File: src/hw/rtl/qspc_pkg.sv
// shared types, constants and helpers of the quadrature speed pid controller
`timescale 1ns / 1ps

package qspc_pkg;

   // configuration port geometry
   localparam int CSR_ADDR_W = 5;
   localparam int CSR_DATA_W = 32;

   // register indexes, one 32-bit word each
   localparam logic [2:0] REG_KP   = 3'd0;
   localparam logic [2:0] REG_KI   = 3'd1;
   localparam logic [2:0] REG_KD   = 3'd2;
   localparam logic [2:0] REG_RPM  = 3'd3;
   localparam logic [2:0] REG_MRPS = 3'd4;

   // item kinds on the request channel
   localparam logic KIND_SAMPLE = 1'b0;
   localparam logic KIND_TICK   = 1'b1;

   // reset values of the gain registers
   localparam logic signed [15:0] KP_RESET   = 16'sd512;
   localparam logic signed [15:0] KI_RESET   = 16'sd0;
   localparam logic signed [15:0] KD_RESET   = 16'sd0;
   localparam logic [23:0]        RPM_RESET  = 24'd117965;
   localparam logic [27:0]        MRPS_RESET = 28'd1966080;

   // 0.6 in unsigned q16
   localparam logic [15:0] DAMP_Q16 = 16'd39322;

   typedef struct packed {
      logic              kind;
      logic              chan_a;
      logic              chan_b;
      logic signed [15:0] setpoint_rpm;
   } req_item_type;

   typedef struct packed {
      logic signed [31:0] position;
      logic signed [15:0] speed_rpm;
      logic signed [15:0] speed_milli_rps;
      logic [7:0]         duty;
      logic               direction;
   } rsp_item_type;

   typedef struct packed {
      logic signed [15:0] kp;
      logic signed [15:0] ki;
      logic signed [15:0] kd;
      logic [23:0]        rpm_gain;
      logic [27:0]        mrps_gain;
   } gains_type;

   // controller to datapath commands, at most one step per cycle
   typedef struct packed {
      logic load_enc;
      logic load_tick;
      logic mul_rpm;
      logic mul_mrps;
      logic calc_err;
      logic calc_term;
      logic mul_int;
      logic sat_int;
      logic mul_pid;
      logic sum_pid;
      logic set_duty;
      logic load_rsp;
   } dp_cmd_type;

   typedef struct packed {
      logic rsp_free;
   } dp_status_type;

   // quadrature step from the 4-bit {old a,old b,new a,new b} history
   function automatic logic signed [1:0] quad_step(input logic [3:0] hist);
      logic signed [1:0] step;
      unique case (hist)
         4'd1, 4'd7, 4'd8, 4'd14: step = -2'sd1;
         4'd2, 4'd4, 4'd11, 4'd13: step = 2'sd1;
         default: step = 2'sd0;
      endcase
      return step;
   endfunction

endpackage

File: src/hw/rtl/qspc_csr.sv
// configuration registers behind the apb-style port
`timescale 1ns / 1ps

module qspc_csr
   import qspc_pkg::*;
(
   input  logic                  clock,
   input  logic                  reset,
   input  logic                  csr_psel,
   input  logic                  csr_penable,
   input  logic                  csr_pwrite,
   input  logic [CSR_ADDR_W-1:0] csr_paddr,
   input  logic [CSR_DATA_W-1:0] csr_pwdata,
   output logic [CSR_DATA_W-1:0] csr_prdata,
   output logic                  csr_pready,
   output gains_type             gains
);

   gains_type  gains_ff, gains_in;
   logic [2:0] reg_index;
   logic       wr_en;

   assign reg_index  = csr_paddr[4:2];
   assign wr_en      = csr_psel && csr_penable && csr_pwrite;
   assign csr_pready = 1'b1;
   assign gains      = gains_ff;

   always_comb begin
      gains_in = gains_ff;
      if (wr_en) begin
         unique case (reg_index)
            REG_KP:   gains_in.kp        = csr_pwdata[15:0];
            REG_KI:   gains_in.ki        = csr_pwdata[15:0];
            REG_KD:   gains_in.kd        = csr_pwdata[15:0];
            REG_RPM:  gains_in.rpm_gain  = csr_pwdata[23:0];
            REG_MRPS: gains_in.mrps_gain = csr_pwdata[27:0];
            default: ;  // unmapped, write dropped
         endcase
      end
   end

   always_comb begin
      unique case (reg_index)
         REG_KP:   csr_prdata = {16'd0, gains_ff.kp};
         REG_KI:   csr_prdata = {16'd0, gains_ff.ki};
         REG_KD:   csr_prdata = {16'd0, gains_ff.kd};
         REG_RPM:  csr_prdata = {8'd0, gains_ff.rpm_gain};
         REG_MRPS: csr_prdata = {4'd0, gains_ff.mrps_gain};
         default:  csr_prdata = '0;
      endcase
   end

   always_ff @(posedge clock) begin
      if (reset) begin
         gains_ff.kp        <= KP_RESET;
         gains_ff.ki        <= KI_RESET;
         gains_ff.kd        <= KD_RESET;
         gains_ff.rpm_gain  <= RPM_RESET;
         gains_ff.mrps_gain <= MRPS_RESET;
      end else begin
         gains_ff <= gains_in;
      end
   end

endmodule

File: config.mk
export PLATFORM = sky130hd
export DESIGN_NAME = qspc_csr
export DESIGN_NICKNAME = d
export VERILOG_FILES = /design/src/hw/rtl/qspc_pkg.sv /design/src/hw/rtl/qspc_csr.sv
export SDC_FILE = /design/constraint.sdc
export NUM_CORES = 1
export LEC_CHECK = 0
export BUFFER_PORTS_ARGS = -buffer_cell sky130_fd_sc_hd__buf_4
export CAP_MARGIN = 20
export CORE_MARGIN = 2
export CORE_UTILIZATION = 45
export CTS_BUF_LIST = sky130_fd_sc_hd__clkbuf_8 sky130_fd_sc_hd__clkbuf_16
export DETAILED_ROUTE_END_ITERATION = 7
export MAX_ROUTING_LAYER = met4
export PLACE_DENSITY = 0.71
export SYNTH_ARGS = -nofsm -noshare
export SYNTH_HDL_FRONTEND = slang
export SYNTH_SLANG_ARGS = --single-unit
File: constraint.sdc
create_clock -name clock -period 2.1 [get_ports clock]
set_clock_uncertainty 0.15 [all_clocks]
set_input_delay 0.315 -clock clock [delete_from_list [all_inputs] [get_ports clock]]
set_output_delay 0.315 -clock clock [all_outputs]
set_load 0.005 [all_outputs]
==> flow_summary.toml <==
[status]
outcome = "finished clean"

[synthesis]
synth-seq-cells = 100
ys_warn_count = 0
syn_avg_cell_area_um2 = 9.75
netlist_area_mm2 = 0.00483
ys_seq_area_share_pct = 41.5
synth_cells = 495
ys_types = 38

[timing]
max_freq_mhz = 500
finalCritPeriodShare_pct = 95.3
hold_viol = 0
slew_viol_final = 0
tns_ps = 0
period_needed_ps = 2000
setup-violations-final = 0
grt_setup_unrepaired = "no"

[floorplan]
die_area_mm2 = 0.0116
rows = 37
io_pins = 175
die_h_um = 108
initial_utilization_pct = 46.6
core-area_mm2 = 0.0104
die_x_um = 108

[critical_path]
cp-startpoint = "csr_paddr[2]"
rrSetupSlack_ps = 1110
arrival_ps = 1540
cpMostUsedCell = "buf_4"
end_kind = "output pin"
critPathSlowestCell = "mux2_2"
critical_path.cell_chain = "buf_4 > buf_12 > mux2_2 > a22oi_1 > o22ai_1 > buf_4"
r2r_end = "gains[93]$_SDFFE_PP1P_"
cp_slowest_stage_delay_ps = 330
r2r_cells = 2
start_kind = "primary input"
r2r_start = "gains[93]$_SDFFE_PP1P_"
crit_required_ps = 1630
endpoint = "csr_prdata[7]"
path_class = "primary input to output pin"
crit_path_max_fanout = 22

[final_layout]
finalInstanceArea_mm2 = 0.00641
fill_cells = 923
multi_input_area_mm2 = 0.00258
final_nets = 697
diodes = 0
seq_area_mm2 = 0.00200
syn2layout_area_growth_pct = 32.9
layout-drive-gt1-share_pct = 34.7
largest_reg_flops = 100

[global_route]
grt_max_degree = 69
gr-total-overflow = 0
antenna_found_initial = 0
grtUsageTotal_pct = 23.9
grt_pass1_wl_mm = 21.3
grt_pass1_vias = 4062

[min_path]
min_path_type = "primary input to flip-flop"

[power]
p_total_mw = 3.48
power.leakage_nw = 2.94
power_density_mw_per_mm2 = 543
ir_drop_mv = 0.377

[clocking]
cts_tree = "done"
clock_latency_ps = 360
cts_resized = 0
cts_made_buffers = 9
clk_pin_slew_ps = 90
root_buffer = "clkbuf_8"
cts_buffer_depth = 2
holdBufCountCts = 0
post_cts_buffers = 0
cts.sinks = 100
h-tree-depth = 3

[placement]
globalplace.congestion = 0.813
port-buffer-count = 163
dp_hpwl_mm = 9.74
placed_cell_area_mm2 = 0.00623

[drt]
wl_mm = 13.7
dr.first_iter.drc_count = 238
drcViolationCount = 0
vias = 4219
topRoutingLayerUsed = "met4"
ant_nets = 0
wl_met2_mm = 6.31
vias_per_cell = 5.30
routedWlPerCell_um = 17.3
drt-met1-wl_mm = 6.22
dr.pass1.iters = 4
dr_wl_met3_mm = 1.05

[flow_run]
drv_cap = 0
## worst max-delay path, delay by kind of cell
kind | cells | cell delay [ps]
compound gates | 2 | 250
buf+inv | 3 | 610
mux | 1 | 330
## through the flow
stage	setup WS [ps]	util, %	instances	hold slack (ps)
2_1_floorplan	374	-	498	283
3_3_place_gp	94.2	60.1	780	319
3_5_place_dp	108	60.1	780	325
4_1_cts	99.7	61.9	796	16.1
5_1_grt	8.44	61.9	796	14.6
6_report	99.7	61.9	796	36.5
## cells by family after synthesis
group                  Yosys count  synth area share [%]
AOI/OAI and AO/OA               86                  11.7
buffers and inverters           46                  5.36
other                            2                 0.156
and+or+nand+nor                160                  20.0
muxes                          101                  21.4
DFF                            100                  41.5
## power breakdown
| part | internal (mW) | leakage (nW) | switching [mW] |
|---|---|---|---|
| logic | 0.185 | 2.04 | 0.194 |
| registers | 1.91 | 0.807 | 0.0118 |
| clock network | 0.499 | 0.0957 | 0.682 |
## layout by cell type (no fill, tap or decap), drive strengths merged
| cell | synthesis | routed |
|---|---|---|
| buf | 23 | 191 |
| dfxtp | 100 | 100 |
| nand2b | 95 | 95 |
| mux2i | 85 | 85 |
| nor2 | 31 | 31 |
| a22oi | 30 | 30 |
| o21ai | 24 | 24 |
| mux2 | 16 | 16 |
| o22ai | 16 | 16 |
| clkbuf | 22 | 11 |
| nor2b | 11 | 11 |
| a22o | 8 | 8 |
| a21oi | 5 | 5 |
| nand4 | 5 | 5 |
| conb | 2 | 5 |
| and2 | 4 | 4 |
| clkinv | 0 | 3 |
| and3 | 2 | 2 |
| nand2 | 2 | 2 |
| nand3 | 2 | 2 |
| inv | 1 | 2 |
| and3b | 1 | 1 |
| a31oi | 1 | 1 |
| and2b | 1 | 1 |
| nor3b | 1 | 1 |
| nand4b | 1 | 1 |
| nor3 | 1 | 1 |
| and4b | 1 | 1 |
| or3 | 1 | 1 |
| and4 | 1 | 1 |
| a21boi | 1 | 1 |
| a211o | 1 | 1 |
| clkinvlp | 0 | 1 |
## routing by layer
layer,GRT usage (%),vias up
li1,-,2043
met1,31.8,2000
met2,36.2,162
met3,5.51,14
met4,7.69,0
met5,-,-
## synthesized netlist by cell type
| master | number | area, µm² |
|---|---|---|
| nor2_4 | 1 | 11.3 |
| buf_6 | 4 | 45.0 |
| clkbuf_1 | 22 | 82.6 |
| buf_4 | 8 | 60.1 |
| o21ai_1 | 1 | 5.00 |
| a21oi_1 | 5 | 25.0 |
| and4b_1 | 1 | 10.0 |
| a211o_1 | 1 | 8.76 |
| and3b_1 | 1 | 8.76 |
| a22oi_1 | 30 | 225 |
| and2_1 | 4 | 25.0 |
| nand4_1 | 5 | 31.3 |
| nand2b_1 | 95 | 594 |
| nor3b_4 | 1 | 18.8 |
| nor2b_1 | 11 | 68.8 |
| and4_2 | 1 | 10.0 |
| nand3_1 | 2 | 10.0 |
| buf_2 | 8 | 40.0 |
| and2b_1 | 1 | 7.51 |
| nor2_1 | 29 | 109 |
| and3_1 | 2 | 12.5 |
| nand4b_4 | 1 | 23.8 |
| nor2_2 | 1 | 6.26 |
| a21boi_0 | 1 | 7.51 |
| buf_1 | 2 | 7.51 |
| mux2_2 | 16 | 180 |
| or3_1 | 1 | 6.26 |
| inv_1 | 1 | 3.75 |
| dfxtp_1 | 100 | 2000 |
| mux2i_1 | 85 | 851 |
| conb_1 | 2 | 7.51 |
| nor3_1 | 1 | 5.00 |
| a22o_1 | 8 | 70.1 |
| a31oi_1 | 1 | 6.26 |
| buf_12 | 1 | 20.0 |
| o21ai_0 | 23 | 115 |
| o22ai_1 | 16 | 100 |
| nand2_1 | 2 | 7.51 |
## final cells by class
class | instances | share of cell area, %
multi-input cells | 352 | 40.2
flip-flops and latches | 100 | 31.2
repair buffers | 191 | 22.9
well taps | 136 | 2.65
clock buffers | 11 | 2.36
clock inverters | 5 | 0.546
inverters | 1 | 0.0585
## how the worst min path moves through the flow
stage | start | end | slack (ps) | cells after the start
floorplan | csr_pwdata[9] | gains[93]$_SDFFE_PP1P_ | 280 | 1
global placement | gains[26]$_SDFFE_PP0P_ | gains[26]$_SDFFE_PP0P_ | 320 | 2
detailed placement | gains[70]$_SDFFE_PP0P_ | gains[70]$_SDFFE_PP0P_ | 330 | 2
CTS | csr_pwdata[9] | gains[93]$_SDFFE_PP1P_ | 20 | 2
global route | csr_pwdata[9] | gains[93]$_SDFFE_PP1P_ | 10 | 2
finish | csr_pwdata[9] | gains[93]$_SDFFE_PP1P_ | 40 | 2
No activity file was read; power rests on OpenSTA's default activity.
