File: src/hw/rtl/qspc_pkg.sv
// shared types, constants and helpers of the quadrature speed pid controller
`timescale 1ns / 1ps

package qspc_pkg;

   // configuration port geometry
   localparam int CSR_ADDR_W = 5;
   localparam int CSR_DATA_W = 32;

   // register indexes, one 32-bit word each
   localparam logic [2:0] REG_KP   = 3'd0;
   localparam logic [2:0] REG_KI   = 3'd1;
   localparam logic [2:0] REG_KD   = 3'd2;
   localparam logic [2:0] REG_RPM  = 3'd3;
   localparam logic [2:0] REG_MRPS = 3'd4;

   // item kinds on the request channel
   localparam logic KIND_SAMPLE = 1'b0;
   localparam logic KIND_TICK   = 1'b1;

   // reset values of the gain registers
   localparam logic signed [15:0] KP_RESET   = 16'sd512;
   localparam logic signed [15:0] KI_RESET   = 16'sd0;
   localparam logic signed [15:0] KD_RESET   = 16'sd0;
   localparam logic [23:0]        RPM_RESET  = 24'd117965;
   localparam logic [27:0]        MRPS_RESET = 28'd1966080;

   // 0.6 in unsigned q16
   localparam logic [15:0] DAMP_Q16 = 16'd39322;

   typedef struct packed {
      logic              kind;
      logic              chan_a;
      logic              chan_b;
      logic signed [15:0] setpoint_rpm;
   } req_item_type;

   typedef struct packed {
      logic signed [31:0] position;
      logic signed [15:0] speed_rpm;
      logic signed [15:0] speed_milli_rps;
      logic [7:0]         duty;
      logic               direction;
   } rsp_item_type;

   typedef struct packed {
      logic signed [15:0] kp;
      logic signed [15:0] ki;
      logic signed [15:0] kd;
      logic [23:0]        rpm_gain;
      logic [27:0]        mrps_gain;
   } gains_type;

   // controller to datapath commands, at most one step per cycle
   typedef struct packed {
      logic load_enc;
      logic load_tick;
      logic mul_rpm;
      logic mul_mrps;
      logic calc_err;
      logic calc_term;
      logic mul_int;
      logic sat_int;
      logic mul_pid;
      logic sum_pid;
      logic set_duty;
      logic load_rsp;
   } dp_cmd_type;

   typedef struct packed {
      logic rsp_free;
   } dp_status_type;

   // quadrature step from the 4-bit {old a,old b,new a,new b} history
   function automatic logic signed [1:0] quad_step(input logic [3:0] hist);
      logic signed [1:0] step;
      unique case (hist)
         4'd1, 4'd7, 4'd8, 4'd14: step = -2'sd1;
         4'd2, 4'd4, 4'd11, 4'd13: step = 2'sd1;
         default: step = 2'sd0;
      endcase
      return step;
   endfunction

endpackage

File: src/hw/rtl/qspc_ctrl.sv
// sequencer that steps the datapath through one item
`timescale 1ns / 1ps

module qspc_ctrl
   import qspc_pkg::*;
(
   input  logic          clock,
   input  logic          reset,
   input  logic          req_valid,
   input  logic          req_kind,
   output logic          req_stall,
   input  dp_status_type status,
   output dp_cmd_type    cmd
);

   localparam logic [3:0] ST_IDLE = 4'd0;
   localparam logic [3:0] ST_RPM  = 4'd1;
   localparam logic [3:0] ST_MRPS = 4'd2;
   localparam logic [3:0] ST_ERR  = 4'd3;
   localparam logic [3:0] ST_TERM = 4'd4;
   localparam logic [3:0] ST_IMUL = 4'd5;
   localparam logic [3:0] ST_ISAT = 4'd6;
   localparam logic [3:0] ST_PMUL = 4'd7;
   localparam logic [3:0] ST_SUM  = 4'd8;
   localparam logic [3:0] ST_DUTY = 4'd9;
   localparam logic [3:0] ST_RESP = 4'd10;

   logic [3:0] state_ff, state_in;
   logic       accept;

   assign req_stall = (state_ff != ST_IDLE);
   assign accept    = req_valid && (state_ff == ST_IDLE);

   always_comb begin
      cmd           = '0;
      cmd.load_enc  = accept && (req_kind == KIND_SAMPLE);
      cmd.load_tick = accept && (req_kind == KIND_TICK);
      cmd.mul_rpm   = (state_ff == ST_RPM);
      cmd.mul_mrps  = (state_ff == ST_MRPS);
      cmd.calc_err  = (state_ff == ST_ERR);
      cmd.calc_term = (state_ff == ST_TERM);
      cmd.mul_int   = (state_ff == ST_IMUL);
      cmd.sat_int   = (state_ff == ST_ISAT);
      cmd.mul_pid   = (state_ff == ST_PMUL);
      cmd.sum_pid   = (state_ff == ST_SUM);
      cmd.set_duty  = (state_ff == ST_DUTY);
      cmd.load_rsp  = (state_ff == ST_RESP);
   end

   always_comb begin
      state_in = state_ff;
      unique case (state_ff)
         ST_IDLE: begin
            if (accept) state_in = (req_kind == KIND_TICK) ? ST_RPM : ST_RESP;
         end
         ST_RPM:  state_in = ST_MRPS;
         ST_MRPS: state_in = ST_ERR;
         ST_ERR:  state_in = ST_TERM;
         ST_TERM: state_in = ST_IMUL;
         ST_IMUL: state_in = ST_ISAT;
         ST_ISAT: state_in = ST_PMUL;
         ST_PMUL: state_in = ST_SUM;
         ST_SUM:  state_in = ST_DUTY;
         ST_DUTY: state_in = ST_RESP;
         ST_RESP: begin
            if (status.rsp_free) state_in = ST_IDLE;
         end
         default: state_in = ST_IDLE;
      endcase
   end

   always_ff @(posedge clock) begin
      if (reset) begin
         state_ff <= ST_IDLE;
      end else begin
         state_ff <= state_in;
      end
   end

endmodule

File: config.mk
export PLATFORM = sky130hd
export DESIGN_NAME = qspc_ctrl
export DESIGN_NICKNAME = d
export VERILOG_FILES = /design/src/hw/rtl/qspc_pkg.sv /design/src/hw/rtl/qspc_ctrl.sv
export SDC_FILE = /design/constraint.sdc
export NUM_CORES = 1
export LEC_CHECK = 0
export ABC_AREA = 1
export BUFFER_PORTS_ARGS = -buffer_cell sky130_fd_sc_hd__buf_2
export CAP_MARGIN = 20
export CORE_AREA = 3 3 40 42
export CTS_CLUSTER_SIZE = 10
export DETAILED_ROUTE_END_ITERATION = 8
export DIE_AREA = 0 0 43 45
export GPL_ROUTABILITY_DRIVEN = 0
export GPL_TIMING_DRIVEN = 0
export MAX_ROUTING_LAYER = met4
export PLACE_DENSITY_LB_ADDON = 0.2
export SYNTH_ARGS = -nofsm -noshare
export SYNTH_HDL_FRONTEND = slang
export SYNTH_SLANG_ARGS = --single-unit
File: constraint.sdc
create_clock -name clock -period 1.69 [get_ports clock]
set_input_delay 0 -clock clock [delete_from_list [all_inputs] [get_ports clock]]
set_output_delay 0 -clock clock [all_outputs]
set_load 0.02 [all_outputs]
==> results.py, run 1 <==
metrics = {
    "floorplanning": {
        "num_io_pins": 18,
        "rows": 13,
        "start_util_pct": 30.48,
        "die_area_sq_mm": 0.001935,
        "die_x_um": 43,
        "core_region_area_sq_mm": 0.001285,
        "die_y_um": 45,
    },
    "placement": {
        "post-dp-hpwl_um": 732.6,
        "io_buffers": 17,
    },
    "yosys": {
        "synthesis.nets": 68,
        "synthMuxAreaShare_pct": 0,
        "syn_inst": 63,
        "async_flop_share_pct": 0,
        "avgSynthCellArea_sq_um": 6.216,
        "yosys.area_share.simple_pct": 59.42,
        "synth_flop_cell": "dfxtp_1",
        "synth-xor-area-share_pct": 0,
        "synthTopCellsByCount": "nor2_1 (11), nand2_1 (9), inv_1 (8)",
        "synthTopCellsByArea": "dfxtp_1 (20%), nor2_1 (11%), nand2_1 (8.6%), nor2_2 (8.0%), nand3_1 (7.7%)",
        "yosysMostFrequentCell": "nor2_1",
        "synth-warning-count": 0,
        "synth_top_cell_by_area": "dfxtp_1",
        "ys_seq_area_share_pct": 20.45,
        "yosys_register_bits": 4,
        "synthAdderAreaFrac_pct": 0,
        "synth_top_family_by_area": "simple AND/OR/NAND/NOR gates",
        "synth_top_area_share_pct": 20.45,
        "syn_area_sq_um": 391.6,
        "synth_compound_area_share_pct": 5.751,
        "synth.distinct_cells": 15,
        "synth_edf_count": 0,
    },
    "sta": {
        "fin_tns_setup_ns": 0,
        "min_period_ns": 1.289,
        "relSlewSlack_pct": 82.89,
        "skew_ns": 0.004764,
        "fin_crit_sh_pct": 76.28,
        "hold_violations": 0,
        "clock.fmax_ghz": 0.7757,
        "rsz0062_at_grt": "false",
        "setup_viol": 0,
        "worst_slew_pin_slew_ns": 0.2563,
        "drv_slew": 0,
    },
    "min_path": {
        "hold_class": "in -> reg",
        "min-delay-start": "status",
    },
    "detailed_routing": {
        "drc": 0,
        "drt_iter0_markers": 6,
        "drt-vias-per-instance": 4.313,
        "wl_per_cell_um": 8.929,
        "dr.pass1.iters": 3,
        "postRouteAntennaNets": 0,
        "wl_um": 884,
        "dr_total_vias": 427,
    },
    "global_route": {
        "grt_pass1_vias": 412,
        "grtUsageTotal_pct": 11.34,
        "grt_max_degree": 6,
        "antenna_found_initial": 0,
        "grt_pass1_wl_mm": 1.573,
        "gr-total-overflow": 0,
    },
    "power": {
        "p_clk_share_pct": 13.0,
        "p_leak_uw": 0.0003299,
        "switching_power_uw": 520.1,
        "power_frac_comb_pct": 67.4,
        "p_sw_share_pct": 55.32,
        "pwr-share-seq_pct": 19.6,
        "vdd_drop_max_mv": 0.7681,
        "power_uw": 940.2,
        "p_int_uw": 420.1,
        "p_per_area_mw_per_mm2": 1781,
    },
    "clock_tree": {
        "cts-htree-levels": 1,
        "clkLatencyLatePin_ns": 0.24,
        "cts_sinks": 4,
        "clkSlewWorstSetupHoldPaths_ns": 0.04,
        "post-cts-setup-buffers": 0,
        "clock_path_buffers": 2,
        "cts_root_buf": "clkbuf_4",
        "numCtsBuffers": 3,
        "cts_tree": "built",
    },
    "final_layout": {
        "largest_reg_flops": 4,
        "reg_top3": "state_ff: 4 flops",
        "antenna_cells": 0,
        "drive_gt1_share_pct": 51.19,
        "largest_register": "state_ff",
        "area_growth_pct": 34.82,
        "final_nets": 91,
        "postLayoutCoreUtil_pct": 41.09,
        "fillers": 144,
    },
    "setup_path": {
        "crit_arrival_ns": 1.29,
        "start_kind": "flop",
        "rr_startpoint": "state_ff[1]",
        "worstSetupPathType": "reg -> out",
        "worstPathRequired_ns": 1.69,
        "cp-startpoint": "state_ff[1]",
        "critPathCaptureType": "output pin",
        "crit_path_max_fanout": 5,
    },
    "flow_run": {
        "maxCapViolCount": 0,
    },
    "outcome": {
        "outcome": "finished, final reports clean",
    },
}
placed cells by master (no fill, tap or decap), drive strengths merged:
master        n
buf          17
dlygate4sd3   1
nand3         7
nand3b        2
dfxtp         4
inv          15
nor2         18
nand2        14
clkbuf        3
a21oi         3
stage by stage:
stage / setup slack (ns) / cell area (sq um) / std cells / hold WS, ns
6_report: 0.4008 / 528.0 / 99 / 0.08235
5_1_grt: 0.2822 / 528.0 / 99 / 0.08215
4_1_cts: 0.3784 / 528.0 / 99 / 0.07431
3_5_place_dp: 0.5711 / 495.5 / 95 / 0.2096
3_3_place_gp: 0.5716 / 495.5 / 95 / 0.2089
2_1_floorplan: 0.6002 / 391.6 / 63 / 0.06244
power groups by stage:
stage	logic [uW]	clock network, uW	registers, uW
detailed placement	639	0	186
CTS	643	129	184
global route	704	134	190
finish	634	122	185
global placement	643	0	186
floorplan	501	0	177
critical path: stages, from the launching register on:
cell and delay [ns]:
dfxtp_1 0.37, nor2_2 0.19, inv_2 0.07, nor2_2 0.10, nand2_1 0.07, nor2_1 0.08
buf_2 0.16
cell families after synthesis:
logic type	Yosys count
DFF	4
and+or+nand+nor	41
buffers and inverters	15
AOI/OAI and AO/OA	3
final timing paths:
kind / to / slack, ns / cells past startpoint
worst max-delay path: cmd[10] / 0.40 / 6
worst min-delay path: state_ff[3] / 0.08 / 3
worst max register to register: state_ff[1] / 0.57 / 7
worst min register to register: state_ff[3] / 0.64 / 3
routing by layer:
layer | vias up | wire, um | global-route usage [%]
li1 | 234 | - | -
met1 | 177 | 438 | 13.80
met2 | 13 | 376 | 16.17
met3 | 3 | 48 | 2.390
met4 | 0 | 22 | 9.036
met5 | - | 0 | -
layout make-up:
type	count	area, sq um	area share, %
repair buffers	18	95.09	18.01
inverters	15	56.30	10.66
well taps	15	18.77	3.555
clock buffers	3	22.52	4.265
multi-input cells	44	255.2	48.34
flip-flops and latches	4	80.08	15.17
what timing repair did:
action / CTS / global route
setup endpoints to repair: 0 / 0
hold buffers: 1 / 0
hold endpoints to repair: 3 / 0
resized for setup: 0 / 0
No activity file was read; power rests on OpenSTA's default activity.
==> inputs of run 2 (changes only) <==
==> constraint.sdc (replaced) <==
create_clock -name clock -period 1.18 [get_ports clock]
set_input_delay 0 -clock clock [delete_from_list [all_inputs] [get_ports clock]]
set_output_delay 0 -clock clock [all_outputs]
set_load 0.02 [all_outputs]
==> run 2 against run 1 <==
  * Utilization grew 9.8 points
  * Via count grew 4.9%
  * Clock skew is essentially flat
  * Final cell count grew 7.1%
  * First-iteration DRC count shrank 50%
  * Sequential power grew 59%
  * Die area is the same
  * Sequential share of layout area shrank 0.63 points
  * Largest cell class unchanged
  * Largest power group unchanged
==> results.py, run 2 (synthesis results as in run 1) <==
metrics = {
    "setup_path": {
        "crit_path_max_fanout": 5,
        "rr_startpoint": "state_ff[0]",
        "path_cells": "nor2_4, inv_2, nor2_4, nand2_2, nor2_1, buf_4",
        "max_stage_delay_ns": 0.36,
        "critical_path.most_common_cell": "nor2_4",
        "crit_arrival_ns": 1.18,
        "critPathCaptureType": "output pin",
        "cp-startpoint": "state_ff[0]",
        "worstPathRequired_ns": 1.18,
        "crit_path_top_delay_cell": "dfxtp_4",
        "path_delay_family": "simple AND/OR/NAND/NOR gates",
        "worstSetupPathType": "reg -> out",
        "cp.buffers_inverters": 2,
        "start_kind": "flop",
    },
    "floorplanning": {
        "die_area_sq_mm": 0.001935,
        "die_x_um": 43,
        "die_y_um": 45,
        "num_io_pins": 18,
        "rows": 13,
        "start_util_pct": 30.48,
        "core_region_area_sq_mm": 0.001285,
    },
    "power": {
        "switching_power_uw": 850.5,
        "p_per_area_mw_per_mm2": 2586,
        "p_sw_share_pct": 50.25,
        "p_leak_uw": 0.0003715,
        "power_frac_comb_pct": 72.5,
        "vdd_drop_max_mv": 1.200,
        "pwr-share-seq_pct": 17.4,
        "power_uw": 1693,
        "p_clk_share_pct": 10.1,
        "p_int_uw": 842.0,
    },
    "flow_run": {
        "maxCapViolCount": 0,
    },
    "sta": {
        "skew_ns": 0.005088,
        "min_period_ns": 1.179,
        "drv_slew": 0,
        "fin_crit_sh_pct": 99.95,
        "hold_violations": 0,
        "whs_ns": 0.07625,
        "clock.fmax_ghz": 0.8479,
        "rsz0062_at_grt": "true",
        "worst_slew_pin_slew_ns": 0.1519,
        "relSlewSlack_pct": 89.84,
        "setup_viol": 0,
    },
    "detailed_routing": {
        "drt-vias-per-instance": 4.226,
        "wl_per_cell_um": 9.660,
        "drc": 0,
        "drt_iter0_markers": 3,
        "postRouteAntennaNets": 0,
        "wl_mm": 1.024,
        "dr_total_vias": 448,
        "dr.pass1.iters": 2,
    },
    "min_path": {
        "min-delay-start": "status",
        "hold_class": "in -> reg",
    },
    "clock_tree": {
        "numCtsBuffers": 3,
        "clkLatencyLatePin_ns": 0.24,
        "cts-htree-levels": 1,
        "cts_tree": "built",
        "cts_sinks": 4,
        "clock_path_buffers": 2,
        "clkSlewWorstSetupHoldPaths_ns": 0.04,
        "cts_root_buf": "clkbuf_4",
    },
    "final_layout": {
        "mostFrequentLayoutCell": "buf_4",
        "antenna_cells": 0,
        "area_growth_pct": 67.09,
        "largest_register": "state_ff",
        "postLayoutCoreUtil_pct": 50.93,
        "reg_top3": "state_ff: 4 flops",
        "final_nets": 98,
        "drive_gt1_share_pct": 62.64,
        "largest_reg_flops": 4,
        "final_cell_mix": "buf_4 (16), nor2_1 (10), nand2_1 (8), inv_1 (7), buf_2 (7)",
    },
    "global_route": {
        "grt_max_degree": 6,
        "gr-total-overflow": 0,
        "grt_pass1_wl_mm": 1.697,
        "antenna_found_initial": 0,
        "grt_pass1_vias": 441,
        "grtUsageTotal_pct": 12.27,
    },
    "placement": {
        "post-dp-hpwl_um": 732.6,
        "io_buffers": 17,
    },
    "outcome": {
        "outcome": "finished, final reports clean",
    },
}
==> run 2: cell types whose count changed in the layout (fill, tap and decap cells not counted) <==
| cell | previous run | this run |
|---|---|---|
| buf_4 | 0 | 16 |
| buf_2 | 17 | 7 |
| dfxtp_1 | 4 | 0 |
| dfxtp_4 | 0 | 4 |
| nor2_4 | 2 | 5 |
| inv_4 | 0 | 2 |
| nor2_2 | 5 | 3 |
| buf_6 | 0 | 1 |
| inv_1 | 8 | 7 |
| inv_2 | 7 | 6 |
| nand2_1 | 9 | 8 |
| nand2_4 | 1 | 2 |
| nor2_1 | 11 | 10 |
==> run 2: through the flow <==
| step | TNS (ns) | setup slack (ns) | cells | instance area [sq um] |
|---|---|---|---|---|
| after floorplan | 0 | 0.09020 | 63 | 391.6 |
| after global placement | 0 | 0.06159 | 95 | 495.5 |
| after detailed placement | 0 | 0.06105 | 95 | 495.5 |
| after CTS | -0.0002761 | -0.0002761 | 104 | 595.6 |
| after global routing | -0.2905 | -0.06375 | 106 | 654.4 |
| final | 0 | 0.0005991 | 106 | 654.4 |
==> run 2: area by class of cell <==
type	count	area, sq um
fillers	126	630.6
multi-input cells	44	280.3
repair buffers	25	176.4
flip-flops and latches	4	95.09
inverters	15	61.31
clock buffers	3	22.52
well taps	15	18.77
==> run 2: what timing repair did <==
item / CTS / global route
resized for setup: 11 / 17
endpoints found under the hold margin: 3 / 0
pin swaps: 3 / 7
setup buffers: 5 / 2
hold buffers: 1 / 0
setup endpoints to repair: 10 / 12
==> run 2: worst paths after layout <==
check	cells after the start	endpoint	slack (ns)
worst min-delay path	3	state_ff[3]	0.08
worst max-delay path	6	cmd[10]	0.0006
worst min register to register	3	state_ff[2]	0.58
worst max register to register	8	state_ff[0]	0.05
==> run 2: power by group through the flow <==
stage / Sequential [uW] / Combinational (uW) / Clock [uW]
floorplan: 253 / 718 / 0
global placement: 267 / 921 / 0
detailed placement: 266 / 915 / 0
CTS: 278 / 1120 / 185
global route: 301 / 1340 / 193
finish: 295 / 1230 / 171
==> run 2: tightest hold or removal path, stage by stage <==
cell and delay [ns]:
buf_2 0.08, nand3b_4 0.14, a21oi_2 0.05
==> run 2: metal layers <==
metal / global-route usage [%] / share of wire (%) / vias to the layer above
li1: - / - / 246
met1: 13.77 / 47 / 190
met2: 19.46 / 48 / 12
met3: 2.390 / 4.8 / 0
met4: 9.036 / 0 / 0
met5: - / 0 / -
==> inputs of run 3 (changes only) <==
--- a/config.mk
+++ b/config.mk
@@ -6,12 +6,11 @@
 export NUM_CORES = 1
 export LEC_CHECK = 0
 export ABC_AREA = 1
-export BUFFER_PORTS_ARGS = -buffer_cell sky130_fd_sc_hd__buf_2
 export CAP_MARGIN = 20
 export CORE_AREA = 3 3 40 42
-export CTS_CLUSTER_SIZE = 10
 export DETAILED_ROUTE_END_ITERATION = 8
 export DIE_AREA = 0 0 43 45
+export DONT_BUFFER_PORTS = 1
 export GPL_ROUTABILITY_DRIVEN = 0
 export GPL_TIMING_DRIVEN = 0
 export MAX_ROUTING_LAYER = met4
==> run 3 against run 2 <==
  * Utilization is 9.6 points lower
  * Critical path type unchanged
  * Register-to-register slack gained 0.06 ns
  * Combinational power decreased by 20%
==> results.py, run 3 (synthesis results as in run 1) <==
metrics = {
    "floorplanning": {
        "die_x_um": 43,
        "num_io_pins": 18,
        "core_region_area_sq_mm": 0.001285,
        "die_y_um": 45,
        "rows": 13,
        "start_util_pct": 30.48,
        "die_area_sq_mm": 0.001935,
    },
    "flow_run": {
        "maxCapViolCount": 0,
    },
    "clock_tree": {
        "cts_root_buf": "clkbuf_4",
        "clkSlewWorstSetupHoldPaths_ns": 0.04,
        "numCtsBuffers": 3,
        "cts_tree": "built",
        "cts_sinks": 4,
        "clkLatencyLatePin_ns": 0.23,
        "cts-htree-levels": 1,
        "clock_path_buffers": 2,
    },
    "final_layout": {
        "antenna_cells": 0,
        "drive_gt1_share_pct": 59.42,
        "largest_reg_flops": 4,
        "area_growth_pct": 35.46,
        "fillers": 148,
        "final_cell_mix": "nor2_4 (8), inv_1 (8), nand2_1 (7), nor2_2 (7)",
        "largest_register": "state_ff",
        "final_cell_area_sq_um": 530.5,
        "reg_top3": "state_ff: 4 flops",
        "postLayoutCoreUtil_pct": 41.29,
        "final_nets": 76,
        "instances_no_fill": 84,
    },
    "detailed_routing": {
        "wl_per_cell_um": 11.11,
        "drt_iter0_markers": 2,
        "wl_um": 933,
        "drc": 0,
        "dr_total_vias": 390,
        "dr.pass1.iters": 2,
        "drt-vias-per-instance": 4.643,
        "postRouteAntennaNets": 0,
    },
    "placement": {
        "post-dp-hpwl_um": 736.3,
        "place_inst": 78,
        "dp_worst_setup_slack_ns": -0.01414,
        "place_area_sq_um": 410.4,
        "io_buffers": 0,
    },
    "setup_path": {
        "crit_arrival_ns": 1.15,
        "start_kind": "flop",
        "worstPathRequired_ns": 1.18,
        "rr_worst_depth": 5,
        "critPathCaptureType": "output pin",
        "worstSetupPathType": "reg -> out",
        "crit_path_max_fanout": 5,
    },
    "global_route": {
        "grtUsageTotal_pct": 11.42,
        "gr-total-overflow": 0,
        "grt_pass1_vias": 374,
        "antenna_found_initial": 0,
        "grt_pass1_wl_mm": 1.538,
        "grt_max_degree": 6,
    },
    "sta": {
        "setup_viol": 0,
        "fin_ws_ns": 0.03142,
        "rsz0062_at_grt": "true",
        "clock.fmax_ghz": 0.8706,
        "drv_slew": 0,
        "min_period_ns": 1.149,
        "relSlewSlack_pct": 81.31,
        "worst_slew_pin_slew_ns": 0.2800,
        "skew_ns": 0.002459,
        "fin_crit_sh_pct": 97.34,
        "hold_violations": 0,
    },
    "min_path": {
        "hold_class": "in -> reg",
        "hold_path_depth": 4,
    },
    "power": {
        "p_leak_uw": 0.0002615,
        "vdd_drop_max_mv": 0.8491,
        "p_per_area_mw_per_mm2": 2726,
        "power_uw": 1446,
    },
    "outcome": {
        "outcome": "finished, final reports clean",
    },
}
==> run 3: final cells by class <==
type | instances | area (sq um) | area share (%)
inverter | 15 | 58.81 | 11.08
clock buffer | 3 | 22.52 | 4.245
timing repair buffer | 3 | 27.53 | 5.189
tap | 15 | 18.77 | 3.538
multi-input combinational | 44 | 315.3 | 59.43
sequential | 4 | 87.58 | 16.51
==> run 3: through the flow <==
step,hold slack [ns],TNS [ns]
finish,0.06597,0
global placement,0.06320,-0.01916
CTS,0.06516,0
floorplan,0.06244,0
global route,0.07539,-0.1165
detailed placement,0.06453,-0.01414
==> run 3: power by group <==
part	switching (uW)	internal (uW)
Sequential	93.2	199
Clock	52.2	113
Combinational	688	301
==> run 3: path summary, 6_finish.rpt <==
kind	end	from	slack, ns
worst max-delay path	cmd[11]	state_ff[1]	0.03
worst min-delay path	state_ff[0]	req_kind	0.07
worst max register to register	state_ff[3]	state_ff[1]	0.11
worst min register to register	state_ff[2]	state_ff[3]	0.57
==> run 3: critical path, cell delays in order (launching register included) <==
cell and delay, ns:
dfxtp_4 0.36, nor2_4 0.14, nand3b_1 0.20, nor2_4 0.21
==> run 3: repair_timing <==
action                     CTS  global route
buffers inserted             1             0
hold endpoints to repair     4             0
resized for setup           17             6
setup endpoints to repair    8            13
pin swaps                    2             1
hold buffers                 2             0
==> run 3: layer usage <==
layer / global-route usage (%) / part of all wire [%] / vias up / wire [um]
met2: 17.96 / 49 / 12 / 459
li1: - / - / 204 / -
met5: - / 0 / - / 0
met1: 13.04 / 41 / 170 / 387
met3: 1.594 / 6.1 / 4 / 57
met4: 9.036 / 3.1 / 0 / 29
